File: src/design/iecmon_pkg.sv
`default_nettype none
package iecmon_pkg;

   localparam int COUNTER_WIDTH_DEF = 32;
   localparam int TRANS_DEPTH = 65536;
   localparam int HIST_DEPTH = 256;
   localparam int OUT_DEPTH = 4;

   localparam logic [1:0] FMT_I = 2'd0;
   localparam logic [1:0] FMT_S = 2'd1;
   localparam logic [1:0] FMT_U = 2'd2;

   localparam logic [2:0] UFN_NONE = 3'd0;
   localparam logic [2:0] UFN_STARTDT_ACT = 3'd1;
   localparam logic [2:0] UFN_STARTDT_CON = 3'd2;
   localparam logic [2:0] UFN_STOPDT_ACT = 3'd3;
   localparam logic [2:0] UFN_STOPDT_CON = 3'd4;
   localparam logic [2:0] UFN_TESTFR_ACT = 3'd5;
   localparam logic [2:0] UFN_TESTFR_CON = 3'd6;

   localparam logic [1:0] CSR_ALLOW_LOW = 2'd0;
   localparam logic [1:0] CSR_ALLOW_HIGH = 2'd1;
   localparam logic [1:0] CSR_LEARN = 2'd2;

   localparam logic [15:0] WRAP_DIST = 16'd32768;

   typedef enum logic [1:0] {
      BK_CLEAR,
      BK_IDLE,
      BK_LOOK
   } bk_state_type;

   typedef struct packed {
      logic        fwd;
      logic        first;
      logic        len_zero;
      logic        len_ge4;
      logic        len_ge6;
      logic [1:0]  fmt;
      logic [2:0]  ufn;
      logic [14:0] tx;
      logic [14:0] rx;
      logic [7:0]  tid;
      logic [63:0] time_us;
      logic [31:0] age_ms;
   } item_type;

   typedef struct packed {
      logic [1:0]  apdu_format;
      logic [2:0]  u_function;
      logic        ack_delay_valid;
      logic [63:0] ack_delay_us;
      logic [15:0] recv_seq;
      logic [14:0] send_seq;
      logic [31:0] lost_send_total;
      logic [31:0] lost_recv_total;
      logic        retransmitted;
      logic        transition_alert;
      logic        type_alert;
      logic        stop_packet;
   } result_type;

   typedef struct packed {
      logic clearing;
   } bk_status_type;

endpackage
`default_nettype wire

File: src/design/iecmon_front.sv
`default_nettype none
module iecmon_front
   import iecmon_pkg::*;
(
   input  wire logic          clock,
   input  wire logic          reset,
   input  wire logic          push,
   output logic               full,
   input  wire logic          from_initiator,
   input  wire logic          first_of_packet,
   input  wire logic [7:0]    apdu_len,
   input  wire logic [7:0]    ctrl_one,
   input  wire logic [7:0]    ctrl_two,
   input  wire logic [7:0]    ctrl_three,
   input  wire logic [7:0]    ctrl_four,
   input  wire logic [7:0]    type_id,
   input  wire logic [63:0]   time_us,
   input  wire logic [31:0]   flow_age_ms,
   input  wire bk_status_type bk_status,
   output logic               q_valid,
   output item_type           q_item,
   input  wire logic          q_take
);

   item_type   slot_ff [2];
   logic       wr_ptr_ff, wr_ptr_in, rd_ptr_ff, rd_ptr_in;
   logic [1:0] count_ff, count_in;
   item_type   dec;
   logic       acc;
   logic [14:0] tx_raw, rx_raw;

   always_comb begin
      dec = '0;
      tx_raw = {ctrl_two, ctrl_one[7:1]};
      rx_raw = {ctrl_four, ctrl_three[7:1]};
      dec.fwd = from_initiator;
      dec.first = first_of_packet;
      dec.len_zero = apdu_len == 8'd0;
      dec.len_ge4 = apdu_len >= 8'd4;
      dec.len_ge6 = apdu_len >= 8'd6;
      if (!ctrl_one[0]) dec.fmt = FMT_I;
      else if (!ctrl_one[1]) dec.fmt = FMT_S;
      else dec.fmt = FMT_U;
      dec.ufn = UFN_NONE;
      if (dec.fmt == FMT_U) begin
         case (ctrl_one[7:2])
            6'h01: dec.ufn = UFN_STARTDT_ACT;
            6'h02: dec.ufn = UFN_STARTDT_CON;
            6'h04: dec.ufn = UFN_STOPDT_ACT;
            6'h08: dec.ufn = UFN_STOPDT_CON;
            6'h10: dec.ufn = UFN_TESTFR_ACT;
            6'h20: dec.ufn = UFN_TESTFR_CON;
            default: dec.ufn = UFN_NONE;
         endcase
      end
      // The reverse direction sees the peer's numbers, so the two swap.
      dec.tx = from_initiator ? tx_raw : rx_raw;
      dec.rx = from_initiator ? rx_raw : tx_raw;
      dec.tid = type_id;
      dec.time_us = time_us;
      dec.age_ms = flow_age_ms;
   end

   assign full = bk_status.clearing || count_ff == 2'd2;
   assign acc = push && !full;
   assign q_valid = count_ff != 2'd0;
   assign q_item = slot_ff[rd_ptr_ff];

   always_comb begin
      wr_ptr_in = wr_ptr_ff ^ acc;
      rd_ptr_in = rd_ptr_ff ^ q_take;
      count_in = count_ff + {1'b0, acc} - {1'b0, q_take};
   end

   always_ff @(posedge clock) begin
      if (reset) begin
         wr_ptr_ff <= 1'b0;
         rd_ptr_ff <= 1'b0;
         count_ff <= 2'd0;
      end else begin
         wr_ptr_ff <= wr_ptr_in;
         rd_ptr_ff <= rd_ptr_in;
         count_ff <= count_in;
      end
   end

   always_ff @(posedge clock) begin
      if (acc) slot_ff[wr_ptr_ff] <= dec;
   end

endmodule
`default_nettype wire

File: config.mk
export PLATFORM = sky130hd
export DESIGN_NAME = iecmon_front
export DESIGN_NICKNAME = d
export VERILOG_FILES = /design/src/design/iecmon_pkg.sv /design/src/design/iecmon_front.sv
export SDC_FILE = /design/constraint.sdc
export NUM_CORES = 1
export LEC_CHECK = 0
export ABC_CLOCK_PERIOD_IN_PS = 10200
export BUFFER_PORTS_ARGS = -buffer_cell sky130_fd_sc_hd__buf_2
export CAP_MARGIN = 20
export CORE_MARGIN = 1
export CORE_UTILIZATION = 57
export DETAILED_ROUTE_END_ITERATION = 10
export GPL_TIMING_DRIVEN = 1
export PLACE_DENSITY = 0.85
export SYNTH_ARGS = -nofsm -noshare
export SYNTH_HDL_FRONTEND = slang
export SYNTH_SLANG_ARGS = --single-unit
File: constraint.sdc
create_clock -name clock -period 10.2 [get_ports clock]
set_input_delay 2.04 -clock clock [delete_from_list [all_inputs] [get_ports clock]]
set_output_delay 2.04 -clock clock [all_outputs]
set_load 0.01 [all_outputs]
### After elaboration in Yosys (flattened, before gate mapping)

Memory sizes are Yosys's and may differ from the RTL's. A register that Yosys moved wholly into a read port is not among the register bits.
Index checks and enable logic that the tools add are counted.

* bits in registers: 4
* memory bits (writable): 288
* input bits: 151
* output and inout bits: 146
* logic and storage cells: 32
* memories: 1

Memory list
* slot_ff: words 2, bits a word 144, rd ports 1, clocked after Yosys merged registers in 1, write ports 1, line iecmon_front.sv:25 `item_type slot_ff [2];`

* $add $sub $neg: 2
* $lt $le $gt $ge: 2
* eq/ne operators: 8
* muxes and demuxes: 9
* bitwise operators: 2
* reductions and logical operators: 5

Operators by type and width (number)
* $mux W15: 2
* $pmux W3 S6: 1
* $ge A8 B3 Y1 const B: 2
* $logic_not A8 Y1: 1
* $eq A6 B1 Y1 const B: 1
* $eq A6 B2 Y1 const B: 1
* $eq A6 B3 Y1 const B: 1
* $eq A6 B4 Y1 const B: 1
* $eq A6 B5 Y1 const B: 1
* $eq A6 B6 Y1 const B: 1
* $eq A2 B2 Y1 const B: 2
* $mux W2: 2
* $mux W1: 3
* $mux W3: 1
* $add A2 B1 Y2: 1
* $reduce_bool A2 Y1: 1
* $sub A2 B1 Y2: 1
* $xor A1 B1 Y1: 2
* $logic_and A1 B1 Y1: 1
* $logic_not A1 Y1: 1
* $logic_or A1 B1 Y1: 1

### Logic depth before layout (Yosys ltp)

Gate-level depths: netlist of run 1.

* word-level depth: 6
* mapped depth: 7
* gate-level depth less buffers: 7

### Least setup slack after synthesis of run 1

Ideal clock, no wire load.

* path kind: input to register
* from: input port bk_status
* to: memory slot_ff[1][0] in the netlist's numbering, enable pin
* library setup time: 522 ps
* data arrival time: 5629 ps
* required time: 9678 ps
* path slack: 4049 ps
* stages: 3
* buffers on the path: 0
* cells stage by stage: inv_1 > o211a_1 > ha_1

* cells in the longest elaborated chain, start to end: 5

Ends and longest elaborated chain
* from (decl): line iecmon_front.sv:19 `input wire bk_status_type bk_status,`
* $logic_or A1 B1 Y1: line iecmon_front.sv:64 `assign full = bk_status.clearing || count_ff == 2'd2;`
* $logic_not A1 Y1: line iecmon_front.sv:65 `assign acc = push && !full;`
* $logic_and A1 B1 Y1: line iecmon_front.sv:65
* $mux W1: line iecmon_front.sv:88 `if (acc) slot_ff[wr_ptr_ff] <= dec;`
* $mux W1 (not written as such): line iecmon_front.sv:88
* to (decl): line iecmon_front.sv:25

Every way passes these cells.

==> impl_metrics.json, run 1 <==
{
  "status": "complete, no violations",
  "cts_hold_repair.buffers": 0,
  "first_pass_iters": 4,
  "cp.arrival_ns": 2.53,
  "wirelength_um": 21600,
  "slowest_delay_ns": 0.79,
  "post_dp_cell_area_mm2": 0.0131,
  "dr_total_vias": 5874,
  "fmax_mhz": 219,
  "drtAntennaViolNets": 0,
  "reg2regPathDepth": 4,
  "cts-root-buf": "clkbuf_16",
  "rsz0062_at_grt": "false",
  "whs_path_depth": 3,
  "grt_max_degree": 67,
  "yosys.cell_types.count": 27,
  "cts_resized": 0,
  "ys_seq_area_share_pct": 77.1,
  "cts_max_level": 1,
  "synth_edf_count": 288,
  "min_to": "wr_ptr_ff",
  "pwr_density_cell_mw_per_mm2": 197,
  "hold_viol_final": 0,
  "antenna_found_initial": 1,
  "start_kind": "register",
  "grt_overflow_total": 0,
  "p_total_w": 0.00275,
  "worst_setup_path_end_kind": "output pin",
  "fin_nets": 994,
  "cts_buffers": 29,
  "track_usage_pct": 20.1,
  "synth_ff_type": "edfxtp_1",
  "n_antenna_cell": 0,
  "critPathKind": "register to output pin",
  "avgSynthCellArea_um2": 21.5,
  "tightest_slew_ns": 0.925,
  "worstSkewPairLatency_ns": 0.52,
  "hold_class": "register to register",
  "clockBufferDepth": 3,
  "timing.rr.start": "count_ff[1]",
  "synth_nets": 682,
  "die_y_um": 143,
  "cts_tree": "done",
  "hold_start": "wr_ptr_ff",
  "core_mm2": 0.0195,
  "cp_max_fo": 66,
  "postSynth.asyncResetShare_pct": 0,
  "cp_data_required_time_ns": 8.16,
  "holdWs_ns": 0.640,
  "globalplace.congestion": 0.730,
  "r2r_slack_ns": 7.94,
  "finalInstanceArea_mm2": 0.0140,
  "slew_headroom_pct": 38.4,
  "vdd_drop_max_uv": 165,
  "pin_count": 297,
  "drv_slew": 0,
  "vias_per_cell": 5.22,
  "die_area_mm2": 0.0204,
  "postCtsSetupBuffers": 0,
  "finalSetupViolations": 0,
  "p_leak_nw": 5.30,
  "syn_area_mm2": 0.0113,
  "cpMaxStageDelayCell": "buf_4",
  "initial_utilization_pct": 58.2,
  "cap_violations": 0,
  "dpl.hpwl_um": 14300,
  "first_iter_violations": 285,
  "rr_endpoint": "slot_ff[0][96]",
  "drc_errors": 0,
  "clk_pin_slew_ns": 0.06,
  "area_growth_pct": 23.3,
  "numPortBuffers": 295,
  "period_needed_ns": 4.57,
  "cts.sinks": 292,
  "setup_tns_ns": 0,
  "synth_cells": 527,
  "path_cells": "buf_4 -> mux2_2 -> buf_2",
  "finalCritPeriodShare_pct": 44.8,
  "layout-drive-gt1-share_pct": 60.5,
  "final.setup_skew_ns": 0.0105,
  "rows": 51,
  "wire_per_inst_um": 19.2,
  "grt_pass1_vias": 6015,
  "synth-seq-cells": 292,
  "yosysWarnings": 0,
  "grt_pass1_wl_um": 31100,
  "fp.dieW_um": 143
}
-- per-layer routing --
metal	part of all wire, %	vias to the layer above	track usage [%]
met5	0.060	-	0
met4	2.2	2	5.94
met3	9.1	39	5.87
met2	53	222	36.8
met1	36	2898	22.7
li1	-	2713	-
-- where the power goes --
part / switching (W) / internal (W)
Clock: 0.000413 / 0.000590
Combinational: 0.000168 / 0.000158
Sequential: 0.0000208 / 0.00140
Total: 0.000602 / 0.00215
-- sequential cells by signal (all words and copies together), names as in the netlist --
name,flops
slot_ff,288
count_ff,2
rd_ptr_ff,1
wr_ptr_ff,1
-- cell type report --
cell class,instances,area [µm²]
flip-flops and latches,292,8730
fillers,1191,5500
multi-input cells,210,2460
repair buffers,301,1520
clock buffers,31,733
well taps,265,332
clock inverters,21,169
inverters,5,18.8
-- cells by family after synthesis --
kind of cell | Yosys count | synth area share [%]
flops | 292 | 77.1
simple gates | 18 | 0.995
mux | 173 | 18.9
fa+ha+maj | 4 | 0.442
xor+xnor | 5 | 0.508
buf+inv | 25 | 1.44
compound gates | 10 | 0.674
-- through the flow --
step                setup slack (ns)  utilization [%]  cells
floorplan                       4.05                -    527
global placement                5.73             67.1   1073
detailed placement              5.74             67.1   1073
CTS                             5.59             71.7   1125
global route                    5.50             71.7   1125
finish                          5.63             71.7   1125
-- how the worst max path moves through the flow --
stage / start / end / slack [ns] / cells after the start
floorplan: bk_status / slot_ff[1][0] / 4.05 / 3
global placement: bk_status / full / 5.73 / 4
detailed placement: bk_status / full / 5.74 / 4
CTS: rd_ptr_ff / q_item[62] / 5.59 / 3
global route: rd_ptr_ff / q_item[62] / 5.50 / 3
finish: rd_ptr_ff / q_item[62] / 5.63 / 3
-- synth_stat cells, drive strengths merged, types with 2 or more instances --
cell / number / area [µm²]
dfxtp: 4 / 80.1
nor2b: 2 / 12.5
edfxtp: 288 / 8650
ha: 4 / 50.1
o2111a: 3 / 33.8
nor2: 5 / 18.8
nand2: 2 / 7.51
and3b: 2 / 17.5
buf: 19 / 139
inv: 5 / 18.8
xor2: 3 / 26.3
o21ai: 5 / 25.0
mux2: 173 / 2140
-- critical path: cells and delay by family, from the launching register on --
family   cells  cell delay, ns
mux          1            0.44
flops        1            0.59
buf+inv      2            0.93
-- placed cells by master (no fill, tap or decap), drive strengths merged, types with 4 or more instances in the layout --
cell type	netlist	layout
o21ai	5	5
ha	4	4
edfxtp	288	288
clkbuf	1	31
nor2	5	5
mux2	173	173
clkinv	0	18
inv	5	5
dfxtp	4	4
buf	19	301
(Power assumes the default switching activity.)
==> run 2: changes to the inputs <==
- ABC_CLOCK_PERIOD_IN_PS: 10200 -> 4700
- CORE_UTILIZATION: 57 -> 53
- PLACE_DENSITY: 0.85 -> 0.8
- clock period: 10.2 -> 4.7 ns (I/O delays scaled with it)
==> run 2 against run 1 <==
Core utilization down 4.9 points. Total power up 110%. Die area rose by 7.4%. Via count increased by 0.48%. Critical path depth unchanged. Non-clock buffer count is 3 higher. Sequential power increased by 120%. First-iteration DRC count is 14% lower. Highest routed layer is now met4.
==> impl_metrics.json, run 2 (same netlist as run 1, synthesis figures left out) <==
{
  "grt_pass1_vias": 6015,
  "regMostFlops": "slot_ff",
  "postCtsSetupBuffers": 0,
  "final_common_cell": "buf_2",
  "r2r_slack_ns": 2.56,
  "final_cell_mix": "295 x buf_2, 288 x edfxtp_1, 123 x mux2_2",
  "globalplace.congestion": 0.739,
  "slew_headroom_pct": 45.6,
  "first_pass_iters": 6,
  "largest_reg_flops": 288,
  "top_regs": "slot_ff x288, count_ff x2",
  "crit_family": "flip-flops",
  "worstSkewPairLatency_ns": 0.54,
  "crit_buf_inv": 2,
  "track_usage_pct": 18.4,
  "vdd_drop_max_uv": 315,
  "wirelength_um": 21100,
  "post_dp_cell_area_mm2": 0.0131,
  "p_leak_nw": 5.30,
  "first_iter_violations": 244,
  "cts_hold_repair.buffers": 0,
  "grt_max_degree": 57,
  "cts_max_level": 1,
  "crit_path_start": "rd_ptr_ff",
  "cts.sinks": 292,
  "fp.dieW_um": 148,
  "clk_pin_slew_ns": 0.06,
  "die_area_mm2": 0.0220,
  "hold_viol_final": 0,
  "hold_class": "primary input to register",
  "period_needed_ns": 3.43,
  "finalInstanceArea_mm2": 0.0140,
  "layout-drive-gt1-share_pct": 60.1,
  "tightest_slew_ns": 0.816,
  "drtAntennaViolNets": 0,
  "cp_data_required_time_ns": 3.76,
  "cts_resized": 0,
  "die_y_um": 148,
  "status": "complete, no violations",
  "final.setup_skew_ns": 0.0242,
  "cts_tree": "done",
  "timing.rr.start": "count_ff[1]",
  "vias_per_cell": 5.16,
  "initial_utilization_pct": 54.0,
  "fmax_mhz": 292,
  "rr_endpoint": "slot_ff[1][74]",
  "fillCellCount": 1446,
  "pwr_density_cell_mw_per_mm2": 420,
  "fin_nets": 997,
  "path_cells": "buf_4 -> mux2_2 -> buf_2",
  "worst_setup_path_end_kind": "output pin",
  "cts_buffers": 29,
  "cp.arrival_ns": 2.49,
  "pre_cts_slack_ns": 1.80,
  "cpMaxStageDelayCell": "dfxtp_4",
  "grt_overflow_total": 0,
  "slowest_delay_ns": 0.87,
  "crit_cells": 3,
  "cts-root-buf": "clkbuf_16",
  "pin_count": 297,
  "clockBufferDepth": 3,
  "numPortBuffers": 295,
  "whs_path_depth": 1,
  "cp-endpoint": "q_item[74]",
  "cap_violations": 0,
  "dpl.hpwl_um": 14400,
  "antenna_found_initial": 5,
  "start_kind": "register",
  "dr_total_vias": 5902,
  "drv_slew": 0,
  "fin_ws_ns": 1.27,
  "finalCritPeriodShare_pct": 72.9,
  "setup_tns_ns": 0,
  "area_growth_pct": 23.8,
  "rsz0062_at_grt": "false",
  "core_mm2": 0.0210,
  "grt_pass1_wl_um": 31100,
  "reg2regPathDepth": 4,
  "wire_per_inst_um": 18.4,
  "finalSetupViolations": 0,
  "fin_util_pct": 66.9,
  "drc_errors": 0,
  "rows": 53,
  "critPathKind": "register to output pin",
  "holdWs_ns": 0.581,
  "cp_max_fo": 47
}
[run 2: cell types whose count changed in the layout (fill, tap and decap cells not counted)]
cell and change:
clkinv_1 -2, clkinv_2 -5, buf_12 +3, diode_2 +6, clkbuf_1 +6, inv_6 +1
clkinvlp_4 +1, inv_16 +1, bufinv_16 -2
[run 2: layer usage]
metal / track usage [%] / share of wire (%) / routed length (µm) / up-vias
li1: - / - / - / 2740
met1: 20.6 / 36 / 7620 / 2901
met2: 33.0 / 53 / 11200 / 213
met3: 4.66 / 7.1 / 1500 / 48
met4: 8.25 / 3.5 / 737 / 0
met5: 0 / 0 / 0 / -
[run 2: layout make-up]
type | instances | area [µm²] | share of cell area (%)
flip-flops and latches | 292 | 8730 | 62.3
multi-input cells | 210 | 2460 | 17.5
repair buffers | 304 | 1580 | 11.3
clock buffers | 37 | 756 | 5.39
well taps | 275 | 344 | 2.45
clock inverters | 15 | 113 | 0.803
inverters | 5 | 18.8 | 0.134
diodes | 6 | 15.0 | 0.107
[run 2: worst min path at each step]
stage               startpoint  slack [ns]              to
4_1_cts        flow_age_ms[30]        0.56  slot_ff[0][30]
3_3_place_gp         wr_ptr_ff        0.62       wr_ptr_ff
5_1_grt        flow_age_ms[22]        0.56  slot_ff[0][22]
3_5_place_dp         wr_ptr_ff        0.64       wr_ptr_ff
2_1_floorplan        wr_ptr_ff        0.53       wr_ptr_ff
6_report            time_us[9]        0.58  slot_ff[0][41]
[run 2: power by group]
group | internal [W] | switching (W) | total (W) | leakage (nW)
clock network | 0.00119 | 0.000900 | 0.00209 | 0.422
registers | 0.00304 | 0.0000540 | 0.00309 | 2.67
logic | 0.000351 | 0.000355 | 0.000706 | 2.21
[run 2: through the flow]
step	instances	power, W
3_5_place_dp	1086	0.00386
6_report	1144	0.00589
5_1_grt	1142	0.00610
3_3_place_gp	1086	0.00384
4_1_cts	1138	0.00595
2_1_floorplan	527	0.00358
